File: config.mk
export PLATFORM = sky130hd
export DESIGN_NAME = mips_load_store_align_merge
export DESIGN_NICKNAME = d
export VERILOG_FILES = /design/src/rtl/core/lsam_pkg.sv /design/src/rtl/core/lsam_merge.sv /design/src/rtl/core/mips_load_store_align_merge.sv
export SDC_FILE = /design/constraint.sdc
export NUM_CORES = 1
export LEC_CHECK = 0
export ABC_AREA = 1
export BUFFER_PORTS_ARGS = -buffer_cell sky130_fd_sc_hd__buf_2
export CELL_PAD_IN_SITES_DETAIL_PLACEMENT = 0
export CELL_PAD_IN_SITES_GLOBAL_PLACEMENT = 2
export CORE_UTILIZATION = 30
export DETAILED_ROUTE_END_ITERATION = 8
export MAX_ROUTING_LAYER = met4
export PLACE_DENSITY = 0.82
export SYNTH_ARGS = -nofsm -noshare
export SYNTH_HDL_FRONTEND = slang
export SYNTH_SLANG_ARGS = --single-unit
File: constraint.sdc
create_clock -name clk -period 2.2 [get_ports clk]
set_input_delay 0.33 -clock clk [delete_from_list [all_inputs] [get_ports clk]]
set_output_delay 0.33 -clock clk [all_outputs]
set_load 0.02 [all_outputs]
File: src/rtl/core/lsam_pkg.sv
// shared types and constants for the load/store align and merge unit
package lsam_pkg;

  localparam int unsigned AddrW = 32;
  localparam int unsigned DataW = 64;
  localparam int unsigned WordW = 32;

  typedef enum logic [4:0] {
    OP_LB  = 5'd0,
    OP_LBU = 5'd1,
    OP_LH  = 5'd2,
    OP_LHU = 5'd3,
    OP_LW  = 5'd4,
    OP_LWU = 5'd5,
    OP_LD  = 5'd6,
    OP_SB  = 5'd7,
    OP_SH  = 5'd8,
    OP_SW  = 5'd9,
    OP_SD  = 5'd10,
    OP_LWL = 5'd11,
    OP_LWR = 5'd12,
    OP_SWL = 5'd13,
    OP_SWR = 5'd14,
    OP_LDL = 5'd15,
    OP_LDR = 5'd16,
    OP_SDL = 5'd17,
    OP_SDR = 5'd18,
    OP_LQ  = 5'd19,
    OP_SQ  = 5'd20
  } lsam_op_t;

  typedef struct packed {
    logic [4:0]        operation;
    logic [AddrW-1:0]  base_value;
    logic signed [15:0] offset;
    logic [4:0]        dest_index;
    logic [DataW-1:0]  reg_value;
    logic [DataW-1:0]  mem_value;
  } lsam_in_t;

  typedef struct packed {
    logic [AddrW-1:0] access_address;
    logic             write_back;
    logic [DataW-1:0] load_result;
    logic             store_enable;
    logic [DataW-1:0] store_data;
  } lsam_out_t;

  // merge unit result
  typedef struct packed {
    logic             is_load;
    logic             is_store;
    logic [DataW-1:0] lres;
    logic [DataW-1:0] sdata;
  } lsam_merge_t;

  localparam logic [WordW-1:0] LwlKeep  = 32'h00ff_ffff;
  localparam logic [WordW-1:0] WordOnes = 32'hffff_ffff;
  localparam logic [DataW-1:0] LdlKeep  = 64'h00ff_ffff_ffff_ffff;
  localparam logic [DataW-1:0] SdlKeep  = 64'hffff_ffff_ffff_ff00;
  localparam logic [DataW-1:0] DataOnes = 64'hffff_ffff_ffff_ffff;

endpackage

File: src/rtl/core/lsam_merge.sv
// byte merge and extension for loads and stores
module lsam_merge (
  input  logic [4:0]                op_i,
  input  logic [2:0]                byte_i,
  input  logic [lsam_pkg::DataW-1:0] reg_i,
  input  logic [lsam_pkg::DataW-1:0] mem_i,
  output lsam_pkg::lsam_merge_t      res_o
);
  import lsam_pkg::*;

  logic [4:0]       s4;
  logic [4:0]       s4_inv;
  logic [5:0]       s4_p8;
  logic [5:0]       s8;
  logic [5:0]       s8_inv;
  logic [WordW-1:0] r32;
  logic [WordW-1:0] m32;
  logic [WordW-1:0] w;

  assign s4     = {byte_i[1:0], 3'b000};
  assign s4_inv = 5'd24 - s4;
  assign s4_p8  = {1'b0, s4} + 6'd8;
  assign s8     = {byte_i, 3'b000};
  assign s8_inv = 6'd56 - s8;
  assign r32    = reg_i[WordW-1:0];
  assign m32    = mem_i[WordW-1:0];

  always_comb begin
    res_o = '0;
    w     = '0;
    unique case (op_i)
      OP_LB: begin
        res_o.is_load = 1'b1;
        res_o.lres    = {{56{mem_i[7]}}, mem_i[7:0]};
      end
      OP_LBU: begin
        res_o.is_load = 1'b1;
        res_o.lres    = {56'd0, mem_i[7:0]};
      end
      OP_LH: begin
        res_o.is_load = 1'b1;
        res_o.lres    = {{48{mem_i[15]}}, mem_i[15:0]};
      end
      OP_LHU: begin
        res_o.is_load = 1'b1;
        res_o.lres    = {48'd0, mem_i[15:0]};
      end
      OP_LW: begin
        res_o.is_load = 1'b1;
        res_o.lres    = {{32{m32[31]}}, m32};
      end
      OP_LWU: begin
        res_o.is_load = 1'b1;
        res_o.lres    = {32'd0, m32};
      end
      OP_LD: begin
        res_o.is_load = 1'b1;
        res_o.lres    = mem_i;
      end
      OP_SB: begin
        res_o.is_store = 1'b1;
        res_o.sdata    = {56'd0, reg_i[7:0]};
      end
      OP_SH: begin
        res_o.is_store = 1'b1;
        res_o.sdata    = {48'd0, reg_i[15:0]};
      end
      OP_SW: begin
        res_o.is_store = 1'b1;
        res_o.sdata    = {32'd0, r32};
      end
      OP_SD: begin
        res_o.is_store = 1'b1;
        res_o.sdata    = reg_i;
      end
      OP_LWL: begin
        res_o.is_load = 1'b1;
        w = (r32 & (LwlKeep >> s4)) | (m32 << s4_inv);
        res_o.lres = {{32{w[31]}}, w};
      end
      OP_LWR: begin
        res_o.is_load = 1'b1;
        w = (r32 & ~(WordOnes >> s4)) | (m32 >> s4);
        // zero shift replaces the whole word, so it is sign-extended
        res_o.lres = (s4 == 5'd0) ? {{32{w[31]}}, w} : {reg_i[63:32], w};
      end
      OP_SWL: begin
        res_o.is_store = 1'b1;
        w = (r32 >> s4_inv) | (m32 & (WordOnes << s4_p8));
        res_o.sdata = {32'd0, w};
      end
      OP_SWR: begin
        res_o.is_store = 1'b1;
        w = (r32 << s4) | (m32 & ~(WordOnes << s4));
        res_o.sdata = {32'd0, w};
      end
      OP_LDL: begin
        res_o.is_load = 1'b1;
        res_o.lres    = (reg_i & (LdlKeep >> s8)) | (mem_i << s8_inv);
      end
      OP_LDR: begin
        res_o.is_load = 1'b1;
        res_o.lres    = (reg_i & ~(DataOnes >> s8)) | (mem_i >> s8);
      end
      OP_SDL: begin
        res_o.is_store = 1'b1;
        res_o.sdata    = (reg_i >> s8_inv) | (mem_i & (SdlKeep << s8));
      end
      OP_SDR: begin
        res_o.is_store = 1'b1;
        res_o.sdata    = (reg_i << s8) | (mem_i & ~(DataOnes << s8));
      end
      default: begin
        res_o = '0;
      end
    endcase
  end

endmodule

File: src/rtl/core/mips_load_store_align_merge.sv
// load/store unit: address add, alignment, load merge and store merge
//
//   channel  | handshake          | payload
//   ---------+--------------------+-----------------------
//   input    | start / busy       | in_data  (lsam_in_t)
//   result   | out_valid strobe   | out_data (lsam_out_t)
//
// three register stages: address add, byte merge, output select.
// one beat enters every cycle; its result passes through the stage 1, stage 2 and output registers.
// busy is never raised because the result side cannot stall.
// synchronous active-low reset clears only the stage valid bits.
module mips_load_store_align_merge (
  input  logic                clk,
  input  logic                rst_n,
  input  logic                start,
  output logic                busy,
  input  lsam_pkg::lsam_in_t  in_data,
  output logic                out_valid,
  output lsam_pkg::lsam_out_t out_data
);
  import lsam_pkg::*;

  // stage 1: effective address
  logic             s1_valid_r;
  logic [4:0]       s1_op_r;
  logic [AddrW-1:0] s1_ea_r;
  logic [4:0]       s1_rt_r;
  logic [DataW-1:0] s1_reg_r;
  logic [DataW-1:0] s1_mem_r;
  logic [AddrW-1:0] s1_ea_nxt;

  // stage 2: merged data
  logic             s2_valid_r;
  logic [AddrW-1:0] s2_addr_r;
  logic [4:0]       s2_rt_r;
  lsam_merge_t      s2_res_r;
  logic [AddrW-1:0] s2_addr_nxt;
  lsam_merge_t      merge_res;

  // stage 3: output
  logic             out_valid_r;
  lsam_out_t        out_data_r;
  lsam_out_t        out_data_nxt;

  logic accept;

  assign busy   = 1'b0;
  assign accept = start && !busy;

  assign s1_ea_nxt = in_data.base_value + {{16{in_data.offset[15]}}, in_data.offset};

  always_ff @(posedge clk) begin
    if (!rst_n) begin
      s1_valid_r <= 1'b0;
    end else begin
      s1_valid_r <= accept;
    end
    s1_op_r  <= in_data.operation;
    s1_ea_r  <= s1_ea_nxt;
    s1_rt_r  <= in_data.dest_index;
    s1_reg_r <= in_data.reg_value;
    s1_mem_r <= in_data.mem_value;
  end

  lsam_merge u_merge (
    .op_i   (s1_op_r),
    .byte_i (s1_ea_r[2:0]),
    .reg_i  (s1_reg_r),
    .mem_i  (s1_mem_r),
    .res_o  (merge_res)
  );

  always_comb begin
    unique case (s1_op_r)
      OP_LWL, OP_LWR, OP_SWL, OP_SWR: s2_addr_nxt = {s1_ea_r[AddrW-1:2], 2'b00};
      OP_LDL, OP_LDR, OP_SDL, OP_SDR: s2_addr_nxt = {s1_ea_r[AddrW-1:3], 3'b000};
      OP_LQ, OP_SQ:                   s2_addr_nxt = {s1_ea_r[AddrW-1:4], 4'b0000};
      default:                        s2_addr_nxt = s1_ea_r;
    endcase
  end

  always_ff @(posedge clk) begin
    if (!rst_n) begin
      s2_valid_r <= 1'b0;
    end else begin
      s2_valid_r <= s1_valid_r;
    end
    s2_addr_r <= s2_addr_nxt;
    s2_rt_r   <= s1_rt_r;
    s2_res_r  <= merge_res;
  end

  always_comb begin
    out_data_nxt.access_address = s2_addr_r;
    out_data_nxt.write_back     = s2_res_r.is_load && (s2_rt_r != 5'd0);
    out_data_nxt.load_result    = s2_res_r.is_load ? s2_res_r.lres : '0;
    out_data_nxt.store_enable   = s2_res_r.is_store;
    out_data_nxt.store_data     = s2_res_r.is_store ? s2_res_r.sdata : '0;
  end

  always_ff @(posedge clk) begin
    if (!rst_n) begin
      out_valid_r <= 1'b0;
    end else begin
      out_valid_r <= s2_valid_r;
    end
    out_data_r <= out_data_nxt;
  end

  assign out_valid = out_valid_r;
  assign out_data  = out_data_r;

endmodule
* After elaboration in Yosys (flattened, before gate mapping) *
Cells that the tools add are included.

storage, ports and cells
  word-level logic and storage cells = 94
  register bits after elaboration = 502
  input port bits = 189
  output and inout port bits = 164

cells by class
  shift-type cells = 16
  equal/unequal tests = 20
  bitwise logic cells = 20
  add/subtract/negate cells = 4
  reduce and logical (&&, ||, !) cells = 9
  mux-type cells = 6

operator list
  cell                                                                  count
  64-bit one-hot mux with 11 select lines                               1
  64-bit one-hot mux with 8 select lines                                1
  64-bit bitwise AND                                                    4
  64-bit OR                                                             4
  32-bit bitwise AND                                                    4
  64-bit NOT                                                            2
  32-bit OR                                                             4
  64-bit by 6-bit << shifter with 64-bit output                         2
  64-bit by 6-bit << shifter with 64-bit output (first input constant)  2
  64-bit by 6-bit >> shifter with 64-bit output                         2
  64-bit two-way mux                                                    1
  32-bit NOT                                                            2
  32-bit by 5-bit << shifter with 32-bit output                         2
  32-bit by 5-bit >> shifter with 32-bit output                         2
  56-bit by 6-bit >> shifter with 64-bit output (first input constant)  1
  64-bit by 6-bit >> shifter with 64-bit output (first input constant)  1
  5-bit by 4-bit == test with 1-bit output (second input constant)      8
  32-bit adder                                                          1
  32-bit by 5-bit << shifter with 32-bit output (first input constant)  1
  32-bit by 6-bit << shifter with 32-bit output (first input constant)  1
  24-bit by 5-bit >> shifter with 32-bit output (first input constant)  1
  32-bit by 5-bit >> shifter with 32-bit output (first input constant)  1
  5-bit == test (second input constant)                                 5
  5-bit by 3-bit == test with 1-bit output (second input constant)      4
  other kinds (14)                                                      18

* Depth between registers and ports, before layout *
  depth after elaboration = 6
  gate-level depth with buffers = 12
  mapped depth without buffers = 12

* Cells and area by module *
Synthesis repeated with hierarchy kept, for this count alone.

second synthesis, totals
  cell total of the unflattened synthesis = 3986
  area total of the unflattened synthesis = 25124.1 um^2

modules (own cells, without submodules)
  module                       area an instance (um^2)  sequential area each (um^2)  instances  cells each
  mips_load_store_align_merge  13579.3                  10049.6                      1          1291
  lsam_merge                   11544.8                  0.0                          1          2695

* Worst setup path before layout *
OpenSTA, ideal clock, no wires.

  kind = input port to flip-flop
  from = input in_data[133] in the netlist's numbering
  to = register s1_ea_r[28]
  setup time = 112 ps
  setup slack = 485 ps
  buffers on the path = 0
  arrival time = 1602 ps
  cell stages on the path = 10
  data required time = 2088 ps
  cells stage by stage = ha_1 -> fa_1 -> nand3_1 -> nand3_1 -> nand3_1 -> nand3_1 -> nand2_1 -> nand2_1 -> nand2_1 -> nand2_1

on the way
  word-level cells in the longest chain between the ends = 1

RTL lines
  item                  line                               RTL
  start, declared       mips_load_store_align_merge.sv:17  input lsam_pkg::lsam_in_t in_data,
  32-bit adder          mips_load_store_align_merge.sv:50  assign s1_ea_nxt = in_data.base_value + {{16{in_data.offset[15]}}, in_data.offset};
  via s1_ea_nxt[28]     mips_load_store_align_merge.sv:30  logic [AddrW-1:0] s1_ea_nxt;
  end signal, assigned  mips_load_store_align_merge.sv:59  s1_ea_r <= s1_ea_nxt;
  end, declared         mips_load_store_align_merge.sv:26  logic [AddrW-1:0] s1_ea_r;

The timed path passes the listed nets, and every way through them passes these cells.
A chain may end at the register's enable or synchronous reset.

==> impl_metrics.toml <==
[power]
swShare = 0.340
combPwrFrac = 0.277
clkPwrFrac = 0.350
ir_worst_vdd_mv = 0.550
power.leakage_nw = 17.9
p_int_mw = 18.4
power_density_nw_per_um2 = 821
p_sw_mw = 9.44
pwr-share-seq = 0.372

[grt]
gr-total-overflow = 0
grt_max_degree = 66
antenna_found_initial = 11
grt_pass1_wl_um = 212000
grt_pass1_vias = 27200
grtUsageTotal = 0.387

[clocking]
clock_latency_ns = 0.63
clockBufferDepth = 3
cts_tree = "built"
ctsRootBufferMaster = "clkbuf_16"
cts_htree_levels = 2
clock_sinks = 502
cts_buffers = 54
cts.reportedPaths.clkPinSlew_ns = 0.07

[timing]
rsz0062_at_grt = "true"
drv_slew = 0
slew_headroom = 0.399
fin_skew_ns = 0.0319
period_needed_ns = 2.34
max_freq_mhz = 428
tightest_slew_ns = 0.895
hold_viol_final = 0
period_share = 1.06
setup_viol = 4
postLayoutSetupSlackWorst_ns = -0.136

[die]
start_util = 0.305
dieArea_um2 = 80100
io_pins = 353
die_w_um = 283
core_um2 = 77700
row_count = 102
fp.dieH_um = 283

[logic_synthesis]
synth_xor_area_frac = 0.00555
synth_adder_area_share = 0.0172
yosysWarnings = 0
synth_flop_cell = "dfxtp_1"
synth_cells = 3547
synth-simple-area-share = 0.283
yosysSeqAreaShare = 0.424
syn_avg_cell_area_um2 = 6.68
synth_top_family_by_area = "simple AND/OR/NAND/NOR gates"
ys_ff_latch = 502
synth_compound_area_frac = 0.163
netlist_area_um2 = 23700
ys_types = 43
synth_fp_nets = 3768
synth_edf_count = 0
synthMuxAreaShare = 0.00676
synth-async-reset-ratio = 0

[route]
via_per_inst = 5.15
wl_per_cell_um = 28.0
wl_um = 156000
dr.pass1.iters = 6
drt-initial-drc-count = 3629
drc = 0
antenna_left = 0
vias = 28600

[critical_path]
cp-start-kind = "flop"
critPathMaxFanout = 8
worstSetupPathType = "reg2reg"
required_ns = 2.68
cp-end-kind = "flop"
cp.arrival_ns = 2.82

[outcome]
outcome = "finished, violations left"
violations = "negative setup slack"

[placement]
port_buffers = 351
gp_congestion = 1.05
hpwlAfterDp_um = 127000
placed_cells = 5294

[finish]
fin_nets = 4677
layout_commonest_cell = "nand2_1"
drive_above_1_share = 0.229
most-common-layout-cells = "nand2_1 (1126), dfxtp_1 (496), buf_4 (489)"
fin_util = 0.436
stdcell_count = 5549
area_growth_pct = 43.0

[job]
maxCapViolations = 0

[hold_path]
hold_path_class = "in2reg"
-- critical path, stage by stage, from the launching register on --
cell      delay [ns]
dfxtp_2         0.51
inv_2           0.19
nand2_2         0.17
clkinv_1        0.29
buf_4           0.28
nand3_1         0.08
o21ai_0         0.20
a21oi_1         0.36
nand3b_1        0.12
-- power groups by stage --
stage          Combinational [mW]  Sequential (mW)  Clock, mW
2_1_floorplan                2.76             10.5          0
3_3_place_gp                 7.21             10.5          0
3_5_place_dp                 7.13             10.5          0
4_1_cts                      7.36             10.3       9.96
5_1_grt                      7.97             10.4       10.3
6_report                     7.70             10.3       9.74
-- stage by stage --
stage	setup slack (ns)	TNS (ns)	total power [mW]	area, um2	hold slack, ns
floorplan	0.485	0	13.3	23700	0.310
global placement	-0.205	-0.687	17.7	30400	0.310
detailed placement	-0.183	-0.438	17.7	30400	0.312
CTS	0.0131	0	27.7	33700	0.0126
global route	-0.0314	-0.0810	28.7	33800	0.0348
finish	-0.136	-0.165	27.8	33900	0.0556
-- worst paths after layout --
kind / cells after the start / start / slack, ns / endpoint
setup / recovery: 8 / s1_ea_r[2] / -0.14 / s2_res_r[117]
hold / removal: 2 / in_data[133] / 0.06 / s1_ea_r[0]
setup reg to reg: 8 / s1_ea_r[2] / -0.14 / s2_res_r[117]
hold reg to reg: 0 / s2_addr_r[29] / 0.32 / out_data[159]
-- Yosys cell counts (11+ instances only) --
master	n	share of area
o211ai_1	46	0.015
o21ai_1	122	0.026
a21oi_1	146	0.031
buf_1	15	0.0024
o22ai_1	33	0.0087
clkbuf_1	85	0.013
mux2i_1	16	0.0068
nand2_1	1128	0.18
inv_1	422	0.067
o21ai_0	324	0.068
ha_1	31	0.016
nand3b_1	11	0.0035
nor2_1	270	0.043
xor2_1	14	0.0052
nor3_1	49	0.010
nand4_1	20	0.0053
a22oi_1	21	0.0067
dfxtp_1	502	0.42
nand3_1	142	0.030
buf_2	61	0.013
-- cell families (layout without fill, tap and decap cells) --
kind of cell | count (synthesis) | count (layout)
DFF | 502 | 502
muxes | 16 | 16
adders and majority gates | 32 | 32
buffers and inverters | 602 | 1554
and+or+nand+nor | 1662 | 1662
AOI/OAI and AO/OA | 717 | 717
xor gates and xnor gates | 15 | 15
other | 1 | 11
-- flip-flops by register name, indices dropped and copies added (netlist names), 5 cells and up --
name and cells:
s1_ea_r 32, s2_addr_r 32, s2_rt_r 5, out_data 162, s2_res_r 129, s1_reg_r 64
s1_rt_r 5, s1_op_r 5, s1_mem_r 64
-- metal layers --
layer / vias to the layer above / GRT usage / share of wire
met5: - / - / 0
met4: 0 / 0.211 / 0.065
met3: 379 / 0.0647 / 0.082
met2: 1620 / 0.576 / 0.43
met1: 13400 / 0.498 / 0.42
li1: 13100 / - / -
-- what timing repair did --
action,4_1_cts,5_1_grt
resized for setup,8,20
buffers inserted,0,4
hold buffers,142,0
endpoints found under the setup margin,7,29
endpoints found under the hold margin,142,0
pin swaps,0,1
-- final cells by class --
cell class | instances | area, um2
diodes | 10 | 25.0
clock buffers | 70 | 1480
clock inverters | 29 | 407
fillers | 8339 | 43900
inverters | 434 | 1630
multi-input cells | 2443 | 11300
flip-flops and latches | 502 | 10100
well taps | 1040 | 1300
repair buffers | 1021 | 7610
No activity file was read; power rests on OpenSTA's default activity.
